--- src/rtl/dpx_pkg.sv ---
// Shared types and constants for the data-processing execute unit.
`timescale 1ns / 1ps

package dpx_pkg;

    typedef enum logic [1:0] {
        ST_SKIPPED     = 2'd0,
        ST_EXECUTED    = 2'd1,
        ST_UNSUPPORTED = 2'd2
    } status_t;

    typedef enum logic [3:0] {
        OP_AND = 4'h0,
        OP_EOR = 4'h1,
        OP_SUB = 4'h2,
        OP_RSB = 4'h3,
        OP_ADD = 4'h4,
        OP_ADC = 4'h5,
        OP_SBC = 4'h6,
        OP_RSC = 4'h7,
        OP_TST = 4'h8,
        OP_TEQ = 4'h9,
        OP_CMP = 4'hA,
        OP_CMN = 4'hB,
        OP_ORR = 4'hC,
        OP_MOV = 4'hD,
        OP_BIC = 4'hE,
        OP_MVN = 4'hF
    } op_t;

    typedef enum logic [3:0] {
        COND_EQ = 4'h0,
        COND_NE = 4'h1,
        COND_CS = 4'h2,
        COND_CC = 4'h3,
        COND_MI = 4'h4,
        COND_PL = 4'h5,
        COND_VS = 4'h6,
        COND_VC = 4'h7,
        COND_HI = 4'h8,
        COND_LS = 4'h9,
        COND_GE = 4'hA,
        COND_LT = 4'hB,
        COND_GT = 4'hC,
        COND_LE = 4'hD,
        COND_AL = 4'hE,
        COND_NV = 4'hF
    } cond_t;

    typedef enum logic [1:0] {
        SHIFT_LSL = 2'd0,
        SHIFT_LSR = 2'd1,
        SHIFT_ASR = 2'd2,
        SHIFT_ROR = 2'd3
    } shift_t;

    localparam logic [1:0] CLASS_DP     = 2'b00;
    localparam logic [1:0] CLASS_BRANCH = 2'b10;
    localparam logic [3:0] MUL_MARK     = 4'b1001;
    localparam logic [3:0] REG_PC       = 4'd15;
    localparam logic [3:0] REG_LINK     = 4'd14;
    localparam int unsigned NUM_GP      = 15;

endpackage

--- src/rtl/arm_data_processing_execute.sv ---
// Top level: one-instruction-per-beat data-processing execute unit.
//
//  channel      | direction | handshake                        | payload
//  instruction  | in        | instruction_valid/_stall         | instruction[31:0]
//  result       | out       | result_valid/_stall              | status, reg_written,
//               |           |                                  | reg_index, reg_value,
//               |           |                                  | flags_out, pc_out
//
// One beat per cycle sustained while result_stall is low. The decode registers take
// the word and three register-file reads; the execute stage then runs shift, ALU or
// multiply, commits state and loads the result register.
// Reset clears r0..r14 (through per-entry valid bits), pc and flags at once.
// A stalled result holds the execute stage, which then stalls the input.
`timescale 1ns / 1ps

module arm_data_processing_execute #(
    parameter int unsigned PC_STEP = 4
) (
    input  logic        clk,
    input  logic        rst_n,
    input  logic        instruction_valid,
    output logic        instruction_stall,
    input  logic [31:0] instruction,
    output logic        result_valid,
    input  logic        result_stall,
    output logic [1:0]  status,
    output logic        reg_written,
    output logic [3:0]  reg_index,
    output logic [31:0] reg_value,
    output logic [3:0]  flags_out,
    output logic [31:0] pc_out
);

    // register file: two copies so three operands can be read per beat
    logic [31:0] gpa_mem [dpx_pkg::NUM_GP];
    logic [31:0] gpb_mem [dpx_pkg::NUM_GP];
    logic [dpx_pkg::NUM_GP-1:0] gp_vld_reg;

    logic [31:0] pc_reg;
    logic [3:0]  nzcv_reg;

    // decode stage
    logic        ir_valid_reg;
    logic [31:0] ir_reg;
    logic [31:0] raw_a_reg, raw_m_reg, raw_s_reg;
    logic        vld_a_reg, vld_m_reg, vld_s_reg;
    logic        hit_a_reg, hit_m_reg, hit_s_reg;
    logic [31:0] byp_reg;

    // result stage
    logic        result_valid_reg;
    logic [1:0]  status_reg;
    logic        reg_written_reg;
    logic [3:0]  reg_index_reg;
    logic [31:0] reg_value_reg;
    logic [3:0]  flags_out_reg;
    logic [31:0] pc_out_reg;

    logic        in_fire, out_free, ex_fire;
    logic        in_is_mul;
    logic [3:0]  in_addr_a, in_addr_m, in_addr_s;

    // execute signals
    logic [3:0]  ex_addr_a, ex_addr_m, ex_addr_s;
    logic        ex_is_mul;
    logic [31:0] pc_adv;
    logic [31:0] op_a, op_m, op_s;
    logic        flag_n, flag_z, flag_c, flag_v;
    logic        cond_ok;
    logic [7:0]  sh_amt;
    logic [31:0] sh_val;
    logic        sh_c;
    logic [31:0] op_b;
    logic        op_bc;
    dpx_pkg::op_t opcode;
    logic [31:0] add_x, add_y;
    logic        add_ci;
    logic [32:0] add_sum;
    logic [31:0] add_res;
    logic        add_v;
    logic [31:0] prod;
    logic [31:0] mul_res;
    logic [31:0] br_off;

    dpx_pkg::status_t ex_status;
    logic        ex_wr;
    logic [3:0]  ex_widx;
    logic [31:0] ex_wval;
    logic [3:0]  nzcv_next;
    logic [31:0] pc_next;
    logic        ex_mem_we;

    // ---------------- handshake ----------------
    assign out_free          = !result_valid_reg || !result_stall;
    assign ex_fire           = ir_valid_reg && out_free;
    assign instruction_stall = ir_valid_reg && !out_free;
    assign in_fire           = instruction_valid && !instruction_stall;

    // ---------------- decode: read addresses ----------------
    assign in_is_mul = (instruction[27:26] == dpx_pkg::CLASS_DP)
                    && (instruction[7:4] == dpx_pkg::MUL_MARK);
    assign in_addr_a = in_is_mul ? instruction[15:12] : instruction[19:16];
    assign in_addr_m = instruction[3:0];
    assign in_addr_s = instruction[11:8];

    always_ff @(posedge clk or negedge rst_n)
    begin
        if (!rst_n)
        begin
            ir_valid_reg <= 1'b0;
        end
        else if (in_fire)
        begin
            ir_valid_reg <= 1'b1;
        end
        else if (ex_fire)
        begin
            ir_valid_reg <= 1'b0;
        end
    end

    // load the word with its operand reads; forward the write committing this edge
    always_ff @(posedge clk)
    begin
        if (in_fire)
        begin
            ir_reg    <= instruction;
            raw_a_reg <= gpa_mem[in_addr_a];
            raw_m_reg <= gpa_mem[in_addr_m];
            raw_s_reg <= gpb_mem[in_addr_s];
            vld_a_reg <= (in_addr_a != dpx_pkg::REG_PC) && gp_vld_reg[in_addr_a];
            vld_m_reg <= (in_addr_m != dpx_pkg::REG_PC) && gp_vld_reg[in_addr_m];
            vld_s_reg <= (in_addr_s != dpx_pkg::REG_PC) && gp_vld_reg[in_addr_s];
            hit_a_reg <= ex_fire && ex_mem_we && (ex_widx == in_addr_a);
            hit_m_reg <= ex_fire && ex_mem_we && (ex_widx == in_addr_m);
            hit_s_reg <= ex_fire && ex_mem_we && (ex_widx == in_addr_s);
            byp_reg   <= ex_wval;
        end
    end

    // ---------------- execute ----------------
    assign ex_is_mul = (ir_reg[27:26] == dpx_pkg::CLASS_DP)
                    && (ir_reg[7:4] == dpx_pkg::MUL_MARK);
    assign ex_addr_a = ex_is_mul ? ir_reg[15:12] : ir_reg[19:16];
    assign ex_addr_m = ir_reg[3:0];
    assign ex_addr_s = ir_reg[11:8];
    assign pc_adv    = pc_reg + 32'(PC_STEP);

    always_comb
    begin
        if (hit_a_reg)
            op_a = byp_reg;
        else if (ex_addr_a == dpx_pkg::REG_PC)
            op_a = pc_adv;
        else
            op_a = vld_a_reg ? raw_a_reg : 32'd0;

        if (hit_m_reg)
            op_m = byp_reg;
        else if (ex_addr_m == dpx_pkg::REG_PC)
            op_m = pc_adv;
        else
            op_m = vld_m_reg ? raw_m_reg : 32'd0;

        if (hit_s_reg)
            op_s = byp_reg;
        else if (ex_addr_s == dpx_pkg::REG_PC)
            op_s = pc_adv;
        else
            op_s = vld_s_reg ? raw_s_reg : 32'd0;
    end

    assign flag_n = nzcv_reg[3];
    assign flag_z = nzcv_reg[2];
    assign flag_c = nzcv_reg[1];
    assign flag_v = nzcv_reg[0];

    always_comb
    begin
        case (dpx_pkg::cond_t'(ir_reg[31:28]))
            dpx_pkg::COND_EQ: cond_ok = flag_z;
            dpx_pkg::COND_NE: cond_ok = !flag_z;
            dpx_pkg::COND_CS: cond_ok = flag_c;
            dpx_pkg::COND_CC: cond_ok = !flag_c;
            dpx_pkg::COND_MI: cond_ok = flag_n;
            dpx_pkg::COND_PL: cond_ok = !flag_n;
            dpx_pkg::COND_VS: cond_ok = flag_v;
            dpx_pkg::COND_VC: cond_ok = !flag_v;
            dpx_pkg::COND_HI: cond_ok = flag_c && !flag_z;
            dpx_pkg::COND_LS: cond_ok = !flag_c || flag_z;
            dpx_pkg::COND_GE: cond_ok = (flag_n == flag_v);
            dpx_pkg::COND_LT: cond_ok = (flag_n != flag_v);
            dpx_pkg::COND_GT: cond_ok = !flag_z && (flag_n == flag_v);
            dpx_pkg::COND_LE: cond_ok = flag_z || (flag_n != flag_v);
            dpx_pkg::COND_AL: cond_ok = 1'b1;
            default:          cond_ok = 1'b0;
        endcase
    end

    // barrel shifter; ROR is left as a pass-through
    assign sh_amt = ir_reg[4] ? op_s[7:0] : {3'd0, ir_reg[11:7]};

    always_comb
    begin
        logic [32:0] lsl_t;
        logic [32:0] lsr_t;
        logic [32:0] asr_t;
        lsl_t  = {1'b0, op_m} << sh_amt[4:0];
        lsr_t  = {op_m, 1'b0} >> sh_amt[4:0];
        asr_t  = 33'($signed({op_m, 1'b0}) >>> sh_amt[4:0]);
        sh_val = op_m;
        sh_c   = flag_c;
        if (sh_amt != 8'd0)
        begin
            case (dpx_pkg::shift_t'(ir_reg[6:5]))
                dpx_pkg::SHIFT_LSL:
                begin
                    if (sh_amt < 8'd32)
                    begin
                        sh_val = lsl_t[31:0];
                        sh_c   = lsl_t[32];
                    end
                    else
                    begin
                        sh_val = 32'd0;
                        sh_c   = (sh_amt == 8'd32) ? op_m[0] : 1'b0;
                    end
                end
                dpx_pkg::SHIFT_LSR:
                begin
                    if (sh_amt < 8'd32)
                    begin
                        sh_val = lsr_t[32:1];
                        sh_c   = lsr_t[0];
                    end
                    else
                    begin
                        sh_val = 32'd0;
                        sh_c   = (sh_amt == 8'd32) ? op_m[31] : 1'b0;
                    end
                end
                dpx_pkg::SHIFT_ASR:
                begin
                    if (sh_amt < 8'd32)
                    begin
                        sh_val = asr_t[32:1];
                        sh_c   = asr_t[0];
                    end
                    else
                    begin
                        sh_val = {32{op_m[31]}};
                        sh_c   = op_m[31];
                    end
                end
                default:
                begin
                    sh_val = op_m;
                    sh_c   = flag_c;
                end
            endcase
        end
    end

    // immediate operand is imm8 unrotated, carry kept
    assign op_b  = ir_reg[25] ? {24'd0, ir_reg[7:0]} : sh_val;
    assign op_bc = ir_reg[25] ? flag_c : sh_c;

    assign opcode = dpx_pkg::op_t'(ir_reg[24:21]);

    // one adder serves all arithmetic ops
    always_comb
    begin
        add_x  = op_a;
        add_y  = op_b;
        add_ci = 1'b0;
        case (opcode)
            dpx_pkg::OP_SUB, dpx_pkg::OP_CMP:
            begin
                add_y  = ~op_b;
                add_ci = 1'b1;
            end
            dpx_pkg::OP_RSB:
            begin
                add_x  = op_b;
                add_y  = ~op_a;
                add_ci = 1'b1;
            end
            dpx_pkg::OP_ADC:
            begin
                add_ci = flag_c;
            end
            dpx_pkg::OP_SBC:
            begin
                add_y  = ~op_b;
                add_ci = flag_c;
            end
            dpx_pkg::OP_RSC:
            begin
                add_x  = op_b;
                add_y  = ~op_a;
                add_ci = flag_c;
            end
            default:
            begin
                add_x  = op_a;
                add_y  = op_b;
                add_ci = 1'b0;
            end
        endcase
    end

    assign add_sum = {1'b0, add_x} + {1'b0, add_y} + {32'd0, add_ci};
    assign add_res = add_sum[31:0];
    assign add_v   = ~(add_x[31] ^ add_y[31]) & (add_x[31] ^ add_res[31]);

    assign prod    = op_m * op_s;
    assign mul_res = prod + (ir_reg[21] ? op_a : 32'd0);

    assign br_off  = {{6{ir_reg[23]}}, ir_reg[23:0], 2'b00};

    always_comb
    begin
        logic [31:0] lres;
        logic        arith;
        lres      = 32'd0;
        arith     = 1'b0;
        ex_status = dpx_pkg::ST_EXECUTED;
        ex_wr     = 1'b0;
        ex_widx   = 4'd0;
        ex_wval   = 32'd0;
        nzcv_next = nzcv_reg;
        pc_next   = pc_adv;
        if (!cond_ok)
        begin
            ex_status = dpx_pkg::ST_SKIPPED;
        end
        else if (ex_is_mul)
        begin
            ex_wr   = 1'b1;
            ex_widx = ir_reg[19:16];
            ex_wval = mul_res;
            if (ir_reg[20])
                nzcv_next = {mul_res[31], mul_res == 32'd0, nzcv_reg[1:0]};
        end
        else if (ir_reg[27:26] == dpx_pkg::CLASS_DP)
        begin
            arith = opcode inside {dpx_pkg::OP_SUB, dpx_pkg::OP_RSB, dpx_pkg::OP_ADD,
                                   dpx_pkg::OP_ADC, dpx_pkg::OP_SBC, dpx_pkg::OP_RSC,
                                   dpx_pkg::OP_CMP, dpx_pkg::OP_CMN};
            case (opcode)
                dpx_pkg::OP_AND, dpx_pkg::OP_TST: lres = op_a & op_b;
                dpx_pkg::OP_EOR, dpx_pkg::OP_TEQ: lres = op_a ^ op_b;
                dpx_pkg::OP_ORR:                  lres = op_a | op_b;
                dpx_pkg::OP_MOV:                  lres = op_b;
                dpx_pkg::OP_BIC:                  lres = op_a & ~op_b;
                dpx_pkg::OP_MVN:                  lres = ~op_b;
                default:                          lres = add_res;
            endcase
            // compares only touch flags
            if (!(opcode inside {dpx_pkg::OP_TST, dpx_pkg::OP_TEQ,
                                 dpx_pkg::OP_CMP, dpx_pkg::OP_CMN}))
            begin
                ex_wr   = 1'b1;
                ex_widx = ir_reg[15:12];
                ex_wval = lres;
            end
            if (ir_reg[20])
            begin
                if (arith)
                    nzcv_next = {lres[31], lres == 32'd0, add_sum[32], add_v};
                else
                    nzcv_next = {lres[31], lres == 32'd0, op_bc, nzcv_reg[0]};
            end
        end
        else if ((ir_reg[27:26] == dpx_pkg::CLASS_BRANCH) && ir_reg[25])
        begin
            if (ir_reg[24])
            begin
                ex_wr   = 1'b1;
                ex_widx = dpx_pkg::REG_LINK;
                ex_wval = pc_adv;
            end
            pc_next = pc_adv + br_off;
        end
        else
        begin
            ex_status = dpx_pkg::ST_UNSUPPORTED;
        end
        // a write to r15 redirects the pc
        if (ex_wr && (ex_widx == dpx_pkg::REG_PC))
            pc_next = ex_wval;
    end

    assign ex_mem_we = ex_wr && (ex_widx != dpx_pkg::REG_PC);

    // ---------------- commit ----------------
    always_ff @(posedge clk)
    begin
        if (ex_fire && ex_mem_we)
        begin
            gpa_mem[ex_widx] <= ex_wval;
            gpb_mem[ex_widx] <= ex_wval;
        end
    end

    always_ff @(posedge clk or negedge rst_n)
    begin
        if (!rst_n)
        begin
            gp_vld_reg <= '0;
            pc_reg     <= 32'd0;
            nzcv_reg   <= 4'd0;
        end
        else if (ex_fire)
        begin
            if (ex_mem_we)
                gp_vld_reg[ex_widx] <= 1'b1;
            pc_reg   <= pc_next;
            nzcv_reg <= nzcv_next;
        end
    end

    always_ff @(posedge clk or negedge rst_n)
    begin
        if (!rst_n)
        begin
            result_valid_reg <= 1'b0;
        end
        else if (ex_fire)
        begin
            result_valid_reg <= 1'b1;
        end
        else if (!result_stall)
        begin
            result_valid_reg <= 1'b0;
        end
    end

    always_ff @(posedge clk)
    begin
        if (ex_fire)
        begin
            status_reg      <= ex_status;
            reg_written_reg <= ex_wr;
            reg_index_reg   <= ex_widx;
            reg_value_reg   <= ex_wval;
            flags_out_reg   <= nzcv_next;
            pc_out_reg      <= pc_next;
        end
    end

    assign result_valid = result_valid_reg;
    assign status       = status_reg;
    assign reg_written  = reg_written_reg;
    assign reg_index    = reg_index_reg;
    assign reg_value    = reg_value_reg;
    assign flags_out    = flags_out_reg;
    assign pc_out       = pc_out_reg;

`ifndef SYNTHESIS
    a_fire_gives_result: assert property (@(posedge clk) disable iff (!rst_n)
        ex_fire |=> result_valid_reg)
        else $error("executed beat produced no result");

    a_skip_no_write: assert property (@(posedge clk) disable iff (!rst_n)
        ex_fire && !cond_ok |-> !ex_wr && (nzcv_next == nzcv_reg) && (pc_next == pc_adv))
        else $error("skipped beat changed state");

    a_unsupported_keeps_flags: assert property (@(posedge clk) disable iff (!rst_n)
        ex_fire && (ex_status == dpx_pkg::ST_UNSUPPORTED) |=> nzcv_reg == $past(nzcv_reg))
        else $error("unsupported beat changed flags");

    a_flags_report: assert property (@(posedge clk) disable iff (!rst_n)
        ex_fire |=> flags_out_reg == nzcv_reg && pc_out_reg == pc_reg)
        else $error("reported flags or pc differ from committed state");

    a_no_write_zero: assert property (@(posedge clk) disable iff (!rst_n)
        result_valid_reg && !reg_written_reg |-> reg_index_reg == 4'd0 && reg_value_reg == 32'd0)
        else $error("result reports write data without a write");
`endif

endmodule

--- config.mk ---
export PLATFORM = sky130hd
export DESIGN_NAME = arm_data_processing_execute
export DESIGN_NICKNAME = d
export VERILOG_FILES = /design/src/rtl/dpx_pkg.sv /design/src/rtl/arm_data_processing_execute.sv
export SDC_FILE = /design/constraint.sdc
export NUM_CORES = 2
export LEC_CHECK = 0
export ABC_AREA = 0
export BUFFER_PORTS_ARGS = -buffer_cell sky130_fd_sc_hd__buf_4
export CORE_ASPECT_RATIO = 2
export CORE_MARGIN = 2
export CORE_UTILIZATION = 45
export DETAILED_ROUTE_END_ITERATION = 6
export SLEW_MARGIN = 0
export SYNTH_ARGS = -nofsm -noshare
export SYNTH_HDL_FRONTEND = slang
export SYNTH_SLANG_ARGS = --single-unit
--- constraint.sdc ---
create_clock -name clk -period 13.3 [get_ports clk]
set_clock_uncertainty 0.1 [all_clocks]
set_input_delay 1.995 -clock clk [delete_from_list [all_inputs] [get_ports clk]]
set_output_delay 1.995 -clock clk [all_outputs]
set_load 0.03 [all_outputs]
==> results.md <==
* Synth top cells by count: 1004 x nand2_1, 721 x edfxtp_1, 692 x nor2_1, 599 x inv_1, 441 x fa_1
* DRT antenna net count at 0
* CTS resizes at 0
* CTS sink count at a little under 800
* Top FF cell, synth: edfxtp_1
* Port-buffer cells at 112
* Die H at between 500 and 600 um
* DIE AREA at approximately 160000 um^2
* Antenna violations before repair at 43
* Fillers at around 14000
* WL final at 381 mm
* Setup crit end kind: flop
* Post-DP Area at around 74000 um^2
* Worst slack at placement at between 1 and 1.5 ns
* Worst stage delay on the critical path at roughly 1.0 ns
* Register Area at ~23000 um^2
* Die extent in x at about 280 um
* Number of synthesized register bits at about 770
* Fin nets at just under 8000
* Top cell type's share of synthesized area at a little under a third
* Vias in the first global route at roughly 64000
* Leakage power at roughly 30 nW
* Via Count at approximately 64000
* Core Area at between 150000 and 200000 um^2
* Worst hold margin at 0.398 ns
* Max capacitance violation total at 1
* Post-synthesis cell count at ~7100
* Mapped Area at just under 70000 um^2
* Routed wl met2 at around 170 mm
* Setup_tns at 0 ns
* Post-synth top area cell: edfxtp_1
* Sequential-to-total area share from yosys stat at between 30% and 40%
* Worst slew pin tran at 1.50 ns
* Synth area leaders: edfxtp_1 31%, fa_1 13%, mux4_2 8.6%
* Final Critical Period at 12.60 ns
* Crit Path Max Fanout at 25
* CTS tree: done
* Area Overhead vs Synth at 10.8%
* RSZ-0062 raised after global routing: no
* Design Area, Final at around 77000 um^2
* Max-slew headroom at -1.16%
* Gpl congestion at ~1.1
* Ys Warns at 0
* Post-cts hold buffer count at 0
* Setup violations, final at 0
* Reg with most FFs: gpb_mem
* Final WS setup at 0.700 ns
* EDFF count, synth at 721
* Root buffer cell: clkbuf_16
* WL met1 at about 110 mm
* Hold WC Path Type: flop to flop
* Congestion Overflow GR at 0
* First-pass GRT wire length at between 500 and 600 mm
* GRT Total Usage at about 50%
* Largest register FFs at 480
* Clk slew on worst S/H paths at approximately 0.070 ns
* Inserted Clock Buffers at 66
* Kind of critical path: flop to flop
* Startpoint Class: flop
* Initial Util at 45.3%
* Post-synth cell types at around 120
* Peak supply drop at 418 uV
* Drc violations at 13
* Top routing layer in use: met5
* Setup bufs post-CTS at 0
* Fin util at around 50%
* Worst path slowest cell: a31oi_1
* I/O pin cnt at ~110
* CTS max path bufs at 3
* Hold Fails Final Rpt at 0
* Slew Limit Fails at 2
* Synthesized area per cell at 9.75 um^2
* Avg WL per Cell at around 41 um
* Final Cycle Share at a little over nine tenths
* Worst Path Arrival at 13.08 ns
* Synthesized Nets at 7781
* Post-synthesis async set-or-reset flop share at ~7%
* DR vias/cell at between 6 and 7
* Cell mode on critical path: buf_4
* Met3 WL at 41.1 mm
* Largest net degree at the start of global routing at 186
* Status: finished, violations left
* Power per cell area at roughly 200 nW/um^2
* # rows at roughly 200
* Most common cell in the synthesized netlist: nand2_1
* DP Wirelength at approximately 280 mm
* DRT Pass-1 Iters at 7
* Multi-input combinational cell area at ~43000 um^2
* Failing checks: design-rule violations, max-capacitance violations, max-slew violations
* Share of cells above drive strength 1 at around 16%
* First DRT Iteration DRCs at about 8500
* Crit path required time at about 14 ns
* Maximum clock rate at slightly below 80 MHz
* Depth of the CTS H-tree at 3
* Worst-skew pair later-pin latency at ~0.65 ns
==> per-layer routing <==
metal	track usage [%]	up-vias
li1	-	25601
met1	47.5	31946
met2	75.7	4864
met3	19.1	2053
met4	55.6	18
met5	1.13	-
==> worst paths after layout <==
check	slack, ns	end	start	depth (start not counted)
setup reg to reg	0.70	pc_reg[18]	hit_s_reg	37
max in group asynchronous	10.85	pc_reg[24]	rst_n	2
min in group asynchronous	1.08	pc_reg[8]	rst_n	1
setup / recovery	0.70	pc_reg[18]	hit_s_reg	37
hold / removal	0.40	result_valid	ir_valid_reg	1
hold reg to reg	0.40	result_valid	ir_valid_reg	1
==> logic make-up after synthesis <==
family                   count (synthesis)  share of synthesized area [%]
adder cells (fa/ha/maj)                658                           16.7
XOR/XNOR                               166                           2.14
AO/OA/AOI/OAI                         1471                           14.3
multiplexers                           493                           12.1
AND/OR/NAND/NOR                       2414                           15.4
buffers and inverters                 1111                           6.15
flip-flops                             774                           33.3
==> per-stage QoR <==
stage / power [mW] / std cells
4_1_cts: 14.6 / 9224
3_3_place_gp: 12.5 / 9108
3_5_place_dp: 12.5 / 9108
2_1_floorplan: 8.89 / 7087
5_1_grt: 15.9 / 9243
6_report: 15.1 / 9279
==> cell type report <==
| type | count | area share (%) |
|---|---|---|
| diodes | 42 | 0.137 |
| clock buffers | 84 | 2.33 |
| clock inverters | 32 | 0.405 |
| inverters | 609 | 2.99 |
| multi-input cells | 5202 | 55.7 |
| flip-flops and latches | 774 | 30.0 |
| well taps | 2050 | 3.35 |
| repair buffers | 486 | 5.08 |
==> critical path: cells and delay by family (launching register included) <==
family                   cells  cell delay [ns]
flip-flops                   1             0.59
buffers and inverters       10             2.67
multiplexers                 1             0.14
AND/OR/NAND/NOR              5             2.12
adder cells (fa/ha/maj)      1             0.36
AO/OA/AOI/OAI               20             6.47
==> power breakdown <==
part	switching (mW)	internal, mW
Clock	0.940	1.04
Sequential	0.217	2.86
Combinational	6.50	3.51
==> placed cells by master, fill, tap and decap left out, types with 85 or more instances in the layout <==
master	instances
fa_1	441
xnor2_1	125
ha_1	217
a311oi_1	107
nand2_1	1003
a21oi_1	299
a31oi_1	85
inv_1	599
buf_4	460
o21ai_0	323
mux2i_1	165
nor2_1	669
mux4_2	265
nand3_1	225
edfxtp_1	721
nor3_1	105
(Power assumes the default switching activity.)
